--- src/design/assert_macros.svh ---
// assertion macros used by the top-level rtl file
`ifndef ASSERT_MACROS_SVH
`define ASSERT_MACROS_SVH

// same-cycle implication, disabled while reset is held
`define ASSERT_IMPL(label, clk, rst_n, ante, cons) \
    label: assert property (@(posedge clk) disable iff (!(rst_n)) (ante) |-> (cons)) \
        else $error("assertion failed: label");

// next-cycle implication, disabled while reset is held
`define ASSERT_NEXT(label, clk, rst_n, ante, cons) \
    label: assert property (@(posedge clk) disable iff (!(rst_n)) (ante) |=> (cons)) \
        else $error("assertion failed: label");

`endif

--- src/design/bhp_pkg.sv ---
// types, codes and constants of the bitstream header parser
`default_nettype none

package bhp_pkg;

    localparam int HEADER_CHUNKS_DEF = 4;
    localparam int MAGIC_LEN         = 13;
    localparam int SIZE_BYTES        = 4;

    // parser phases
    localparam logic [3:0] PH_MAGIC   = 4'd0;
    localparam logic [3:0] PH_DESIG   = 4'd1;
    localparam logic [3:0] PH_LEN_HI  = 4'd2;
    localparam logic [3:0] PH_LEN_LO  = 4'd3;
    localparam logic [3:0] PH_SKIP    = 4'd4;
    localparam logic [3:0] PH_FINAL   = 4'd5;
    localparam logic [3:0] PH_SIZE    = 4'd6;
    localparam logic [3:0] PH_PAYLOAD = 4'd7;
    localparam logic [3:0] PH_ERROR   = 4'd8;

    // result kinds
    localparam logic [1:0] KIND_PAYLOAD  = 2'd0;
    localparam logic [1:0] KIND_HEADER   = 2'd1;
    localparam logic [1:0] KIND_MISMATCH = 2'd2;

    typedef struct packed {
        logic [1:0]  kind;
        logic [7:0]  data_byte;
        logic [31:0] config_size;
    } t_result;

    function automatic logic [7:0] magic_byte(input logic [3:0] pos);
        logic [7:0] v;
        unique case (pos)
            4'd0:    v = 8'h00;
            4'd1:    v = 8'h09;
            4'd2:    v = 8'h0F;
            4'd3:    v = 8'hF0;
            4'd4:    v = 8'h0F;
            4'd5:    v = 8'hF0;
            4'd6:    v = 8'h0F;
            4'd7:    v = 8'hF0;
            4'd8:    v = 8'h0F;
            4'd9:    v = 8'hF0;
            4'd10:   v = 8'h00;
            4'd11:   v = 8'h00;
            4'd12:   v = 8'h01;
            default: v = 8'h00;
        endcase
        return v;
    endfunction

endpackage

`default_nettype wire

--- src/design/bhp_parser.sv ---
// header parser state and per-byte next-state and result logic
`default_nettype none

module bhp_parser
    import bhp_pkg::*;
#(
    parameter int HEADER_CHUNKS = HEADER_CHUNKS_DEF
) (
    input  wire logic       i_clk,
    input  wire logic       i_rst_n,
    input  wire logic       i_accept,
    input  wire logic [7:0] i_byte_value,
    input  wire logic       i_starts_file,
    output logic            o_res_valid,
    output t_result         o_res
);

    localparam logic [2:0] LastChunk = 3'(HEADER_CHUNKS);
    localparam logic [3:0] MagicLen  = 4'(MAGIC_LEN);
    localparam logic [3:0] SizeBytes = 4'(SIZE_BYTES);

    logic [3:0]  r_phase, n_phase;
    logic [3:0]  r_position, n_position;
    logic [2:0]  r_chunk, n_chunk;
    logic [15:0] r_skip, n_skip;
    logic [31:0] r_size, n_size;

    // state as seen by this byte: a file start behaves like reset
    logic [3:0]  c_phase, c_position;
    logic [2:0]  c_chunk, c_chunk_inc;
    logic [15:0] c_skip, c_skip_lo, c_skip_dec;
    logic [31:0] c_size, c_size_sh;
    logic [3:0]  c_pos_inc;
    logic [3:0]  c_after_chunk;

    always_comb begin
        c_phase    = i_starts_file ? PH_MAGIC : r_phase;
        c_position = i_starts_file ? 4'd0 : r_position;
        c_chunk    = i_starts_file ? 3'd0 : r_chunk;
        c_skip     = i_starts_file ? 16'd0 : r_skip;
        c_size     = i_starts_file ? 32'd0 : r_size;

        c_pos_inc     = c_position + 4'd1;
        c_chunk_inc   = c_chunk + 3'd1;
        c_skip_lo     = c_skip | {8'd0, i_byte_value};
        c_skip_dec    = c_skip - 16'd1;
        c_size_sh     = {c_size[23:0], i_byte_value};
        c_after_chunk = (c_chunk_inc >= LastChunk) ? PH_FINAL : PH_DESIG;

        n_phase     = c_phase;
        n_position  = c_position;
        n_chunk     = c_chunk;
        n_skip      = c_skip;
        n_size      = c_size;
        o_res_valid = 1'b0;
        o_res       = '0;

        unique case (c_phase)
            PH_MAGIC: begin
                if (c_position >= MagicLen || magic_byte(c_position) != i_byte_value) begin
                    n_phase     = PH_ERROR;
                    o_res_valid = 1'b1;
                    o_res.kind  = KIND_MISMATCH;
                end else if (c_pos_inc == MagicLen) begin
                    n_position = 4'd0;
                    n_chunk    = 3'd0;
                    n_phase    = PH_DESIG;
                end else begin
                    n_position = c_pos_inc;
                end
            end
            PH_DESIG: n_phase = PH_LEN_HI;
            PH_LEN_HI: begin
                n_skip  = {i_byte_value, 8'd0};
                n_phase = PH_LEN_LO;
            end
            PH_LEN_LO: begin
                n_skip = c_skip_lo;
                if (c_skip_lo == 16'd0) begin
                    n_chunk = c_chunk_inc;
                    n_phase = c_after_chunk;
                end else begin
                    n_phase = PH_SKIP;
                end
            end
            PH_SKIP: begin
                n_skip = c_skip_dec;
                if (c_skip_dec == 16'd0) begin
                    n_chunk = c_chunk_inc;
                    n_phase = c_after_chunk;
                end
            end
            PH_FINAL: begin
                n_position = 4'd0;
                n_size     = 32'd0;
                n_phase    = PH_SIZE;
            end
            PH_SIZE: begin
                n_size = c_size_sh;
                if (c_pos_inc >= SizeBytes) begin
                    n_position        = 4'd0;
                    n_phase           = PH_PAYLOAD;
                    o_res_valid       = 1'b1;
                    o_res.kind        = KIND_HEADER;
                    o_res.config_size = c_size_sh;
                end else begin
                    n_position = c_pos_inc;
                end
            end
            PH_PAYLOAD: begin
                o_res_valid     = 1'b1;
                o_res.kind      = KIND_PAYLOAD;
                o_res.data_byte = i_byte_value;
            end
            // mismatch phase and unused codes drop bytes until a file start
            default: ;
        endcase
    end

    always_ff @(posedge i_clk) begin
        if (!i_rst_n) begin
            r_phase    <= PH_MAGIC;
            r_position <= 4'd0;
            r_chunk    <= 3'd0;
            r_skip     <= 16'd0;
            r_size     <= 32'd0;
        end else if (i_accept) begin
            r_phase    <= n_phase;
            r_position <= n_position;
            r_chunk    <= n_chunk;
            r_skip     <= n_skip;
            r_size     <= n_size;
        end
    end

endmodule

`default_nettype wire

--- src/design/bhp_out_buf.sv ---
// result register with a skid stage behind it
`default_nettype none

module bhp_out_buf
    import bhp_pkg::*;
(
    input  wire logic    i_clk,
    input  wire logic    i_rst_n,
    input  wire logic    i_push,
    input  wire t_result i_res,
    output logic         o_full,
    output logic         o_valid,
    input  wire logic    i_stall,
    output t_result      o_res
);

    logic    r_main_v, r_skid_v;
    t_result r_main, r_skid;
    logic    c_main_free;

    assign c_main_free = !r_main_v || !i_stall;
    assign o_full      = r_skid_v;
    assign o_valid     = r_main_v;
    assign o_res       = r_main;

    always_ff @(posedge i_clk) begin
        if (!i_rst_n) begin
            r_main_v <= 1'b0;
            r_skid_v <= 1'b0;
        end else if (c_main_free) begin
            r_main_v <= r_skid_v || i_push;
            r_skid_v <= 1'b0;
        end else if (i_push) begin
            r_skid_v <= 1'b1;
        end
    end

    always_ff @(posedge i_clk) begin
        if (c_main_free) begin
            r_main <= r_skid_v ? r_skid : i_res;
        end else if (i_push) begin
            r_skid <= i_res;
        end
    end

endmodule

`default_nettype wire

--- src/design/bitstream_header_parser.sv ---
// Bitstream header parser, top level.
// Bytes of a configuration file enter on the input channel (i_in_valid,
// o_in_stall) with i_starts_file marking the first byte of a new file.
// The 13-byte magic prefix is checked, the header chunks and the final
// designator are skipped, and the 32-bit big-endian size is emitted once
// as a header result; every later byte comes out as a payload result.
// A wrong magic byte gives one mismatch result, then bytes are dropped
// until the next file start. Other header bytes give no result.
// A result is registered in the output buffer when its byte is taken,
// or in the skid entry if the receiver stalls. Throughput: one byte per
// cycle while o_in_stall is low, set by the parser state registers.
// The output holds a result register plus one skid entry, so a byte is
// still taken in the cycle the receiver first stalls; o_in_stall rises
// only when both entries are full and clears once the receiver drains.
// Reset (synchronous, active low) returns the parser to the magic check
// and empties the output buffer.
`default_nettype none
`include "assert_macros.svh"

module bitstream_header_parser
    import bhp_pkg::*;
#(
    parameter int HEADER_CHUNKS = HEADER_CHUNKS_DEF
) (
    input  wire logic        i_clk,
    input  wire logic        i_rst_n,
    input  wire logic        i_in_valid,
    output logic             o_in_stall,
    input  wire logic [7:0]  i_byte_value,
    input  wire logic        i_starts_file,
    output logic             o_out_valid,
    input  wire logic        i_out_stall,
    output logic [1:0]       o_kind,
    output logic [7:0]       o_data_byte,
    output logic [31:0]      o_config_size
);

    logic    c_accept;
    logic    c_res_valid;
    t_result c_res, c_out;

    assign c_accept = i_in_valid && !o_in_stall;

    bhp_parser #(
        .HEADER_CHUNKS (HEADER_CHUNKS)
    ) u_parser (
        .i_clk         (i_clk),
        .i_rst_n       (i_rst_n),
        .i_accept      (c_accept),
        .i_byte_value  (i_byte_value),
        .i_starts_file (i_starts_file),
        .o_res_valid   (c_res_valid),
        .o_res         (c_res)
    );

    bhp_out_buf u_out_buf (
        .i_clk   (i_clk),
        .i_rst_n (i_rst_n),
        .i_push  (c_accept && c_res_valid),
        .i_res   (c_res),
        .o_full  (o_in_stall),
        .o_valid (o_out_valid),
        .i_stall (i_out_stall),
        .o_res   (c_out)
    );

    assign o_kind        = c_out.kind;
    assign o_data_byte   = c_out.data_byte;
    assign o_config_size = c_out.config_size;

    // skid entry only fills behind a held result
    `ASSERT_IMPL(a_skid_behind_main, i_clk, i_rst_n, o_in_stall, o_out_valid)
    // input side backs up only when the receiver stalled
    `ASSERT_IMPL(a_stall_cause, i_clk, i_rst_n, $rose(o_in_stall), $past(i_out_stall))
    // only payload results carry a byte, only header results a size
    `ASSERT_IMPL(a_data_zero, i_clk, i_rst_n,
        o_out_valid && o_kind != KIND_PAYLOAD, o_data_byte == 8'd0)
    `ASSERT_IMPL(a_size_zero, i_clk, i_rst_n,
        o_out_valid && o_kind != KIND_HEADER, o_config_size == 32'd0)

endmodule

`default_nettype wire

--- config.mk ---
export PLATFORM = sky130hd
export DESIGN_NAME = bitstream_header_parser
export DESIGN_NICKNAME = d
export VERILOG_FILES = /design/src/design/bhp_pkg.sv /design/src/design/bhp_parser.sv /design/src/design/bhp_out_buf.sv /design/src/design/bitstream_header_parser.sv
export VERILOG_INCLUDE_DIRS = /design/src /design/src/design
export SDC_FILE = /design/constraint.sdc
export NUM_CORES = 1
export LEC_CHECK = 0
export ABC_AREA = 1
export BUFFER_PORTS_ARGS = -buffer_cell sky130_fd_sc_hd__buf_2
export CORE_UTILIZATION = 50
export CTS_CLUSTER_DIAMETER = 80
export DETAILED_ROUTE_END_ITERATION = 8
export GPL_TIMING_DRIVEN = 1
export PLACE_DENSITY = 0.69
export SYNTH_ARGS = -nofsm -noshare
export SYNTH_HDL_FRONTEND = slang
export SYNTH_SLANG_ARGS = --single-unit
--- constraint.sdc ---
create_clock -name i_clk -period 13.7 [get_ports i_clk]
set_input_delay 1.37 -clock i_clk [delete_from_list [all_inputs] [get_ports i_clk]]
set_output_delay 1.37 -clock i_clk [all_outputs]
set_load 0.02 [all_outputs]
==> results.toml <==
[floorplan]
rows = 43
coreArea_mm2 = 0.0140
die_area_mm2 = 0.0150
die_h_um = 122
start_util_pct = 51.7
dieWidth_um = 122
num_io_pins = 57

[logic_synthesis]
synth_xor_area_share_pct = 0.362
synthSimpleGateAreaFrac_pct = 29.9
yosysTopAreaCellShare_pct = 34.8
syn_nets = 936
synth.cell_area_mm2 = 0.00726
seq_area_frac_synth_pct = 49.4
yosysWarnings = 0
synth_top_family_by_area = "simple AND/OR/NAND/NOR gates"
avgSynthCellArea_um2 = 7.93
synth_top_cell_by_area = "edfxtp_1"
synth_cell_types = 44
syn_inst = 915
synth_compound_area_share_pct = 11.7
synth_seq_cells = 137
synth_flop_cell = "edfxtp_1"
netlist_top_cells_count = "317 x nand2_1, 84 x edfxtp_1, 72 x inv_1"
synth.most_common_cell = "nand2_1"
synth_area_leaders = "edfxtp_1 35%, nand2_1 16%, dfxtp_1 15%"
async_reset_ff_share_pct = 0
synth_edf_count = 84
synth_mux_area_share_pct = 0
synthAdderAreaFrac_pct = 1.38

[sta]
rsz0062_at_grt = "no"
fmax_mhz = 197
min_period_ps = 5080
period_share_pct = 37.1
hold_viol = 0
slew_violations = 0
tns_ps = 0
setup_violations = 0
skew_ps = 11.0
worstMarginPinSlew_ps = 1240
maxSlewHeadroom_pct = 17.2

[critical_path]
reg2reg_depth = 7
cp.required_ps = 13730
worst-path-max-fanout = 65
endpoint = "u_out_buf.r_skid[35]"
regToRegStartpoint = "u_out_buf.o_full"
critPathKind = "in2reg"
worstSetupStartpointType = "primary input"
endpoint_kind = "flip-flop"
reg2reg_to = "u_out_buf.r_skid[35]"
crit_arrival_ps = 5120
timing.reg2reg.setup_slack_ps = 9950
crit_start = "i_starts_file"

[global_route]
grt_overflow = 0
grt_pass1_wl_um = 28700
gr-usage-all-layers_pct = 25.0
first_global_vias = 5721
grt_max_degree = 84
antenna_found_initial = 0

[cells_and_area]
syn_to_final_growth_pct = 12.5
utilization_pct = 58.1
drive_above_1_share_pct = 17.2
insertedDiodeCount = 0
nets = 974
fillCellCount = 1301

[drt]
routed_wirelength_um = 17400
met1_length_um = 8540
routed.top_layer = "met4"
vias = 6109
wl_met2_um = 7620
drt_iter0_drc = 576
met3_length_um = 855
vias_per_cell = 5.33
wl_per_cell_um = 15.2
drtAntennaViolNets = 0
drt_first_pass_iters = 5
drc = 0

[cts]
clock_latency_ps = 430
htreeDepth = 4
cts_num_sinks = 137
ctsResizeCount = 0
cts_buffers = 17
ctsHoldBuffers = 0
cts_tree = "built"
clk_path_buf_depth = 2
root_buffer = "clkbuf_16"
post_cts_buffers = 0
clkTransAtPathRegs_ps = 70

[flow_run]
cap_viol_max_count = 0

[power]
ir_drop_mv = 0.0796
p_per_area_mw_per_mm2 = 126
p_leak_nw = 3.84

[place]
dp_hpwl_um = 11400
gp_congestion = 0.925
port_buffers = 56

[status]
status = "finished, final reports clean"

[hold_path]
hold_class = "reg2reg"
[critical path: stages]
cell and delay, ps:
buf_2 170, inv_4 600, nand2_1 260, inv_1 180, ha_1 180, inv_1 40
nand2_1 90, nand2_1 70, inv_1 90, or2_1 140, nand2_2 490, nand3_1 280
nand2_1 130, nor2_4 970
[through the flow]
step | total power (W) | setup slack [ps] | std cells | hold WS [ps] | cell area (µm²)
3_3_place_gp | 0.000589 | 8320 | 1114 | 458 | 7600
4_1_cts | 0.00103 | 8610 | 1146 | 470 | 8160
5_1_grt | 0.00106 | 8190 | 1146 | 496 | 8160
6_report | 0.00102 | 8620 | 1146 | 468 | 8160
3_5_place_dp | 0.000591 | 8190 | 1114 | 460 | 7600
2_1_floorplan | 0.000560 | 8330 | 915 | 445 | 7260
[sequential cells by signal, indices dropped and copies added (netlist names)]
signal               flops
u_out_buf.r_skid        42
u_out_buf.o_full         1
u_parser.r_position      4
u_parser.r_size         24
u_parser.r_chunk         3
u_parser.r_skip         16
u_out_buf.o_res         42
u_parser.r_phase         4
u_out_buf.o_valid        1
[area by class of cell]
type	instances	area, µm²	area share, %
Sequential cell	137	3580	43.9
Clock buffer	19	443	5.43
Inverter	85	322	3.94
Multi-Input combinational cell	652	3160	38.7
Timing Repair Buffer	60	310	3.80
Tap cell	180	225	2.76
Clock inverter	13	120	1.47
[power by group]
part	total, W	switching (W)	internal, W
logic	0.000120	0.0000854	0.0000347
clock network	0.000441	0.000185	0.000256
registers	0.000463	0.00000935	0.000454
total	0.00102	0.000279	0.000745
[placed cells by master (no fill, tap or decap), types with 2 or more instances in the layout]
cell          n
a211oi_1      2
a21oi_1      28
a221oi_1      3
a31oi_1      29
buf_2        56
buf_4         4
clkbuf_16    17
clkinv_2      4
clkinv_4      3
clkinvlp_4    2
dfxtp_1      53
edfxtp_1     84
ha_1          8
inv_1        71
inv_2        12
inv_6         2
nand2_1     316
nand2_2      14
nand2_4       4
nand3_1      46
nand3_2       3
nand3b_1      3
nand4_1       5
nor2_1       62
nor2_2       28
nor2_4        5
nor3_1        3
o211ai_1      7
o21ai_0      51
o21ai_1      10
o21ai_2       3
o21bai_1      2
o221ai_1      5
o22ai_1       3
or2_1         2
xor2_1        3
[kinds of logic after synthesis]
family,count (synthesis)
buffers and inverters,126
DFF,137
and+or+nand+nor,495
AOI/OAI and AO/OA,146
xor gates and xnor gates,3
adders and majority gates,8
[metal layers]
metal,track usage [%],up-vias
li1,-,3100
met1,35.6,2796
met2,37.3,180
met3,4.09,33
met4,11.1,0
met5,0,-
[worst min path at each step]
stage	slack, ps	from	cells past startpoint	end
2_1_floorplan	450	u_parser.r_chunk[0]	2	u_parser.r_chunk[0]
3_3_place_gp	460	u_parser.r_chunk[0]	2	u_parser.r_chunk[0]
3_5_place_dp	460	u_parser.r_chunk[0]	2	u_parser.r_chunk[0]
4_1_cts	470	u_parser.r_chunk[0]	2	u_parser.r_chunk[0]
5_1_grt	500	u_parser.r_chunk[0]	2	u_parser.r_chunk[0]
6_report	470	u_parser.r_chunk[0]	2	u_parser.r_chunk[0]
No activity file was read; power rests on OpenSTA's default activity.
